--- config.mk ---
export PLATFORM = sky130hd
export DESIGN_NAME = tkst_cell
export DESIGN_NICKNAME = d
export VERILOG_FILES = /design/src/rtl/tkst_pkg.sv /design/src/rtl/tkst_cell.sv
export SDC_FILE = /design/constraint.sdc
export NUM_CORES = 1
export LEC_CHECK = 0
export BUFFER_PORTS_ARGS = -buffer_cell sky130_fd_sc_hd__clkbuf_2
export CORE_AREA = 2 2 83 85
export CTS_CLUSTER_DIAMETER = 150
export DETAILED_ROUTE_END_ITERATION = 10
export DIE_AREA = 0 0 85 87
export HOLD_SLACK_MARGIN = 0.12
export PLACE_DENSITY = 0.77
export REMOVE_ABC_BUFFERS = 1
export SLEW_MARGIN = 10
export SYNTH_ARGS = -nofsm -noshare
export SYNTH_HDL_FRONTEND = slang
export SYNTH_SLANG_ARGS = --single-unit
--- constraint.sdc ---
create_clock -name clk -period 4.4 [get_ports clk]
set_input_delay 0.66 -clock clk [delete_from_list [all_inputs] [get_ports clk]]
set_output_delay 0.66 -clock clk [all_outputs]
set_load 0.02 [all_outputs]
--- src/rtl/tkst_pkg.sv ---
package tkst_pkg;

	localparam int VALUE_W = 32;
	localparam int SUM_W   = 38;
	localparam int TOPK_W  = 7;

	localparam logic [1:0] OP_INSERT = 2'd0;
	localparam logic [1:0] OP_REMOVE = 2'd1;
	localparam logic [1:0] OP_QUERY  = 2'd2;

	localparam logic [1:0] ST_OK        = 2'd0;
	localparam logic [1:0] ST_FULL      = 2'd1;
	localparam logic [1:0] ST_NOT_FOUND = 2'd2;

	typedef struct packed {
		logic [1:0]                op;
		logic signed [VALUE_W-1:0] value;
	} req_t;

	typedef struct packed {
		logic signed [SUM_W-1:0] top_sum;
		logic [1:0]              status;
	} rsp_t;

	typedef struct packed {
		logic                      ins;
		logic                      rem;
		logic signed [VALUE_W-1:0] value;
	} cell_cmd_t;

	typedef struct packed {
		logic ge;
		logic match;
	} cell_flag_t;

endpackage

--- src/rtl/tkst_cell.sv ---
module tkst_cell
	import tkst_pkg::*;
(
	input  logic                      clk,
	input  cell_cmd_t                 cmd,
	input  logic                      occupied,
	input  logic signed [VALUE_W-1:0] left_value,
	input  logic                      left_ge,
	input  logic signed [VALUE_W-1:0] right_value,
	output logic signed [VALUE_W-1:0] value,
	output cell_flag_t                flag
);

	logic signed [VALUE_W-1:0] value_q;
	logic                      gt;

	assign flag.ge    = occupied && (value_q >= cmd.value);
	assign flag.match = occupied && (value_q == cmd.value);
	assign gt         = occupied && (value_q > cmd.value);
	assign value      = value_q;

	// An insert pushes every smaller value one place down the row; a remove
	// pulls every value at or below the removed one up by one place.
	always_ff @(posedge clk) begin
		if (cmd.ins && !flag.ge) begin
			value_q <= left_ge ? cmd.value : left_value;
		end else if (cmd.rem && !gt) begin
			value_q <= right_value;
		end
	end

endmodule

Word-level counts from Yosys, hierarchy flattened --
Cells that the tools add are included.
Cells by class: reductions and logical operators 8, add/sub/neg operators 0, divide/modulo/power cells 0, bitwise gates (word level) 0, eq/ne operators 1, shifts and indexed selects 0, magnitude comparators 2, mux-type cells 3, multipliers 0
Operator list (number):
- $mux W32 | 3
- $eq A32 B32 Y1 | 1
- $ge A32 B32 Y1 | 1
- $gt A32 B32 Y1 | 1
- $logic_and A1 B1 Y1 | 5
- $logic_not A1 Y1 | 2
- $reduce_bool A2 Y1 | 1
Word-level totals: bits in read-only memories 0, memory bits (writable) 0, bits in latches 0, bits of input ports 101, flip-flop bits (word level) 32, memories 0, output and inout port bits 34, word-level logic and storage cells 15

Longest topological paths before layout --
Gate-level depths: netlist of the first run.
depth after elaboration 6, mapped depth 10, depth with buffers taken out 9

Least setup slack after synthesis of the first run --
Ideal clock, no wire load.
path kind input to register, start in cmd[25] (netlist bit), end reg value_q[0], in the netlist value[0] (enable), data required time 3.939 ns, library setup time 0.461 ns, stages 9, buffers on the path 0, arrival 4.392 ns, setup slack -0.453 ns, cells stage by stage inv_1 -> ha_1 -> nand4_1 -> nor3_1 -> a211oi_1 -> o21ai_0 -> a211oi_1 -> mux2i_1 -> nor3_1
On the way: cells in the longest elaborated chain, start to end 5, elaborated cells on any way between the ends 9, those cells by class order compare (2); reduce/logical (7)
Ends and longest elaborated chain:
- start, declared | line tkst_cell.sv:5 | input cell_cmd_t cmd,
- $ge A32 B32 Y1 / $gt A32 B32 Y1 (equally long branches) | line tkst_cell.sv:17, tkst_cell.sv:19
- $logic_and A1 B1 Y1, on equally long branches | line tkst_cell.sv:17, tkst_cell.sv:19
- $logic_not A1 Y1, on equally long branches | line tkst_cell.sv:25, tkst_cell.sv:27
- $logic_and A1 B1 Y1, on equally long branches | line tkst_cell.sv:25, tkst_cell.sv:27
- $reduce_bool A2 Y1 (no source line) (*)
- end signal, assigned | line tkst_cell.sv:26 | value_q <= left_ge ? cmd.value : left_value;
- end signal, assigned | line tkst_cell.sv:28 | value_q <= right_value;
- end, declared | line tkst_cell.sv:14 | logic signed [VALUE_W-1:0] value_q;
Mark *: on every way between the ends. The rest lies on a longest branch, timed or not. A chain may end at the register's enable or synchronous reset.

==> run summary, run 1 <==
first drt pass iteration count = 4
critical path class = primary input to output port
GR Overflow Total = 0
Post-DP HPWL = 5.22 mm
met3 WL = 357 um
ant diodes = 0
metal2 WL = 3.23 mm
die width = 85 um
Hold Crit Class = primary input to flip-flop
pwr/cell area = 381 nW/um2
vias post-DR = 2256
CTS tree = done
CTS Root Buffer Type = clkbuf_8
clk sinks = 32
MaxCap Viol Count = 0
routed wire length = 6.38 mm
status = complete, no violations
Initial Util = 40.9%
Clk Latency, worst-skew pair = 290 ps
CP Capture Type = output port
I/O Buffers = 134
synth warn = 0
clock buffer depth = 2
initial antenna violation count = 0
dominant synthesized flop cell = edfxtp_1
vias per cell = 4.97
commonest non-fill, non-tap cell in the layout = clkbuf_2
fin crit period = 3530 ps
Final Hold Fails = 0
clk_skew = 4.90 ps
I/O pins = 135
row count = 30
post-route ant nets = 0
total negative slack = 0 ps
Die Y = 87 um
fmax = 283 MHz
Async SR Flop Fraction = 0%
Slew @ Worst Pin = 819 ps
uppermost layer routed = met4
startpoint types = primary input
H-tree depth = 2
Post-CTS Hold Buffers = 0
largest net degree at the start of global routing = 33
Layout area overhead = 31.7%
RSZ-0062 raised after global routing = false
dpl ws = 874 ps
die area = 7400 um2
vias in the first global route = 2254
Metal-1 WL = 2.74 mm
Leakage = 1.76 nW
Relative slew margins = 45.4%
final setup fails = 0
max reg flops = 32
CTS clk-pin slew, worst paths = 70 ps
design area = 3540 um2
Routability Congestion = 0.757
core area = 6570 um2
Yosys reg bits = 32
Worst Path Required = 3740 ps
Total GRT Usage = 17.1%
share of post-route cells with drive strength above 1 = 55.1%
post-synthesis cell type count = 31
fin. max-slew vios = 0
WL/cell = 14.0 um
CP max FO = 4
sequential element share of the synthesized area = 35.8%
EDFF count, synth = 32
Mapped Area = 2680 um2
final period utilization = 80.3%
first-pass GRT wire length = 9.99 mm
syn_area_per_cell = 11.4 um2
Critical Path AT = 2870 ps
Post-DP Area = 3450 um2
initial DRC count = 50
clock buffers created by TritonCTS = 5
Synth Instances = 235
Final Net Count = 506
DRC viols = 0
Peak VDD IR = 0.000196 V
setup bufs post-CTS = 0
most frequent cells in the layout = 134 x clkbuf_2, 55 x mux2_2, 36 x inv_1
Setup WS post-layout = 866 ps
post-cts sizing count = 0
-- routing by layer --
layer	track usage, %	vias to the layer above
met5	0	-
li1	-	1145
met3	3.98	6
met1	20.1	1028
met2	31.5	77
met4	4.33	0
-- layout make-up --
| class | count | area [um2] |
|---|---|---|
| Sequential cell | 32 | 961 |
| Fill cell | 582 | 3030 |
| Inverter | 36 | 135 |
| Tap cell | 80 | 100 |
| Clock buffer | 5 | 68.8 |
| Multi-Input combinational cell | 160 | 1540 |
| Timing Repair Buffer | 138 | 713 |
| Clock inverter | 3 | 13.8 |
-- where the power goes --
part / internal, W / switching [W]
logic: 0.000275 / 0.000358
clock network: 0.000107 / 0.000116
registers: 0.000447 / 0.0000449
total: 0.000829 / 0.000519
-- Yosys cell counts, drive strengths merged (3+ instances only) --
cell / n / share of area (%)
ha: 32 / 15
clkbuf: 4 / 0.56
buf: 3 / 1.3
nand3: 5 / 0.93
inv: 36 / 5.0
nor3: 3 / 0.56
nand4: 7 / 1.9
mux2: 64 / 27
a21oi: 16 / 3.0
edfxtp: 32 / 36
o21ai: 6 / 1.1
nand2: 8 / 1.1
-- stage by stage --
stage,instances,utilization (%),total power [W],hold slack [ps]
global route,454,53.8,0.00144,655
floorplan,228,-,0.000906,864
global placement,446,52.6,0.00112,948
CTS,454,53.8,0.00137,648
finish,454,53.8,0.00135,659
detailed placement,446,52.6,0.00114,951
-- worst paths after layout --
path	startpoint	end	slack, ps	cells past startpoint
worst max-delay path	cmd[25]	flag[1]	870	11
worst min-delay path	right_value[30]	value[30]$_DFFE_PP_	660	2
worst max register to register	value[25]$_DFFE_PP_	value[7]$_DFFE_PP_	1240	9
worst min register to register	value[31]$_DFFE_PP_	value[4]$_DFFE_PP_	1320	5
-- worst max-delay path, stage by stage --
cell      delay (ps)
clkbuf_2          80
inv_1             40
ha_1             290
nand4_1          240
nor3_1            90
a211oi_1         230
o21ai_0          270
a211oi_1         440
xnor2_1          100
a21boi_0         200
clkbuf_2         220
-- logic make-up (layout without fill, tap and decap cells) --
| group | count (synthesis) | in the layout | synth area share, % |
|---|---|---|---|
| buffers and inverters | 43 | 182 | 6.85 |
| multiplexers | 65 | 65 | 27.2 |
| XOR/XNOR | 1 | 1 | 0.326 |
| adder cells (fa/ha/maj) | 32 | 32 | 14.9 |
| flip-flops | 32 | 32 | 35.8 |
| AND/OR/NAND/NOR | 33 | 33 | 7.79 |
| AO/OA/AOI/OAI | 29 | 29 | 7.09 |
(Power assumes the default switching activity.)
==> inputs of run 2 (changes only) <==
- ABC_AREA: default -> 1
- CORE_AREA: 2 2 83 85 -> 2 2 79 81
- DIE_AREA: 0 0 85 87 -> 0 0 81 83
- PLACE_DENSITY: 0.77 -> 0.81
- clock period: 4.4 -> 3.6 ns (I/O delays scaled with it)
==> run 2 against run 1 <==
Non-clock buffer count is 1 higher. Synthesized cell count is 54% higher. Critical path depth is 1 lower. Cell area is 1.3% lower. Sequential power is 16% higher. Clock skew is 2.1 ps lower. Clock-buffer cell count stayed put. Critical path type is now flip-flop to output port. Largest cell class unchanged.
==> run summary, run 2 <==
pwr/cell area = 422 nW/um2
MaxCap Viol Count = 0
hold_sp = right_value[27]
routed wire length = 7.20 mm
max reg flops = 32
final period utilization = 86.0%
Synth Instances = 361
commonest non-fill, non-tap cell in the layout = clkbuf_2
I/O pins = 135
Reg-to-Reg End = value[4]$_DFFE_PP_
Final Net Count = 620
Post-CTS Hold Buffers = 0
CP bufs+invs = 1
ant diodes = 0
GR Overflow Total = 0
post-synth top area share = 35.4%
Die Y = 83 um
Reg2Reg Setup Slack = 820 ps
CTS Root Buffer Type = clkbuf_8
EDFF count, synth = 32
Leakage = 1.98 nW
DRC viols = 0
syn_area_per_cell = 7.51 um2
R2R depth = 11
startpoint types = flip-flop
delay-heaviest family, CP = simple AND/OR/NAND/NOR gates
clock buffers created by TritonCTS = 5
slowest CP cell = edfxtp_1
first drt pass iteration count = 4
Clk Latency, worst-skew pair = 280 ps
Total GRT Usage = 21.7%
I/O Buffers = 134
Setup crit start = value[31]$_DFFE_PP_
Worst Path Required = 3060 ps
vias post-DR = 2866
RSZ-0062 raised after global routing = false
Post-DP HPWL = 5.61 mm
top-count cell post-synth = nand2_1
Post-synth top cells = 100 x nand2_1, 43 x a21oi_1, 43 x inv_1, 40 x nor2_1, 36 x nand4_1
post-cts sizing count = 0
Peak VDD IR = 0.000224 V
most frequent cells in the layout = 134 x clkbuf_2, 100 x nand2_1, 43 x inv_1, 43 x a21oi_1, 40 x nor2_1
Mapped Area = 2710 um2
Yosys reg bits = 32
dominant synthesized flop cell = edfxtp_1
vias per cell = 5.10
Cell Chain, Critical Path = ha_1 > nand4_1 > nor2_1 > nand2_1 > nor3_2 > nand2_1 > nand3_1 > nand3_4 > nand2_1 > clkbuf_2
Slew @ Worst Pin = 761 ps
CP max FO = 35
fmax = 323 MHz
sequential element share of the synthesized area = 35.4%
initial DRC count = 124
synth top area cells = edfxtp_1 35%, ha_1 15%, nand2_1 14%
minimum hold slack = 523 ps
setup bufs post-CTS = 0
CTS clk-pin slew, worst paths = 60 ps
final non-filler cell total = 562
clock buffer depth = 2
Tot Pwr = 0.00147 W
die width = 81 um
H-tree depth = 2
Routability Congestion = 0.879
Async SR Flop Fraction = 0%
clk_skew = 2.78 ps
Final Hold Fails = 0
post-route ant nets = 0
Layout area overhead = 28.6%
critical path class = flip-flop to output port
most frequent CP cell = nand2_1
Filler cells = 566
vias in the first global route = 2738
final setup fails = 0
largest net degree at the start of global routing = 38
largest area contributor in the netlist = edfxtp_1
row count = 28
CTS tree = done
Placed Cells = 555
post-synthesis cell type count = 20
Critical R2R Launch = value[31]$_DFFE_PP_
Critical Path AT = 2560 ps
initial antenna violation count = 0
first-pass GRT wire length = 11.6 mm
Initial Util = 46.6%
die area = 6720 um2
CP Capture Type = output port
total negative slack = 0 ps
Relative slew margins = 49.3%
CP peak stage delay = 410 ps
CP endpoint = flag[1]
synth warn = 0
Core Util, Final = 60.0%
status = complete, no violations
fin crit period = 3100 ps
share of post-route cells with drive strength above 1 = 30.6%
fin. max-slew vios = 0
Hold Crit Class = primary input to flip-flop
core area = 5820 um2
WL/cell = 12.8 um
clk sinks = 32
CP Depth = 10
==> run 2: where the power goes <==
group          leakage [nW]  switching (W)  internal, W
registers             0.321      0.0000491     0.000523
logic                  1.62       0.000408     0.000237
clock network        0.0391       0.000129     0.000127
==> run 2: worst min path at each step <==
stage,slack [ps],endpoint,cells past startpoint
after global placement,800,value[31]$_DFFE_PP_,3
after detailed placement,810,value[31]$_DFFE_PP_,3
after CTS,520,value[24]$_DFFE_PP_,3
final,520,value[27]$_DFFE_PP_,3
after global routing,520,value[3]$_DFFE_PP_,3
after floorplan,720,value[0]$_DFFE_PP_,2
==> run 2: per-stage QoR <==
| stage | area (um2) | setup slack [ps] |
|---|---|---|
| global placement | 3410 | 683 |
| global route | 3490 | 268 |
| floorplan | 2610 | 366 |
| finish | 3490 | 503 |
| CTS | 3490 | 489 |
| detailed placement | 3410 | 552 |
==> run 2: kinds of logic after synthesis <==
kind of cell             Yosys count  synth area share [%]
AO/OA/AOI/OAI                     49                  9.41
adder cells (fa/ha/maj)           32                  14.8
buffers and inverters             63                  9.69
flip-flops                        32                  35.4
multiplexers                       1                 0.415
AND/OR/NAND/NOR                  184                  30.3
==> run 2: final cells by class <==
class                      instances  area [um2]  share of cell area, %
clock buffer                       5        68.8                   1.97
clock inverter                     2        7.51                  0.215
multi-input combinational        266        1490                   42.7
timing repair buffer             139         708                   20.3
tap                               75        93.8                   2.69
inverter                          43         161                   4.63
sequential                        32         961                   27.5
==> run 2: worst reg2reg max path, stage by stage (launching register included) <==
cell,delay [ps]
edfxtp_1,410
ha_1,370
nand4_1,120
nor2_1,170
nand2_1,110
nor3_2,160
nand2_1,90
nand3_1,110
nand3_4,360
o21ai_0,290
nand2_1,100
buf_4,230
==> run 2: routing by layer <==
layer | track usage, % | wire length [um] | up-vias
li1 | - | - | 1468
met1 | 25.7 | 3080 | 1263
met2 | 37.6 | 3500 | 120
met3 | 5.00 | 479 | 15
met4 | 7.70 | 143 | 0
met5 | 0 | 0 | -
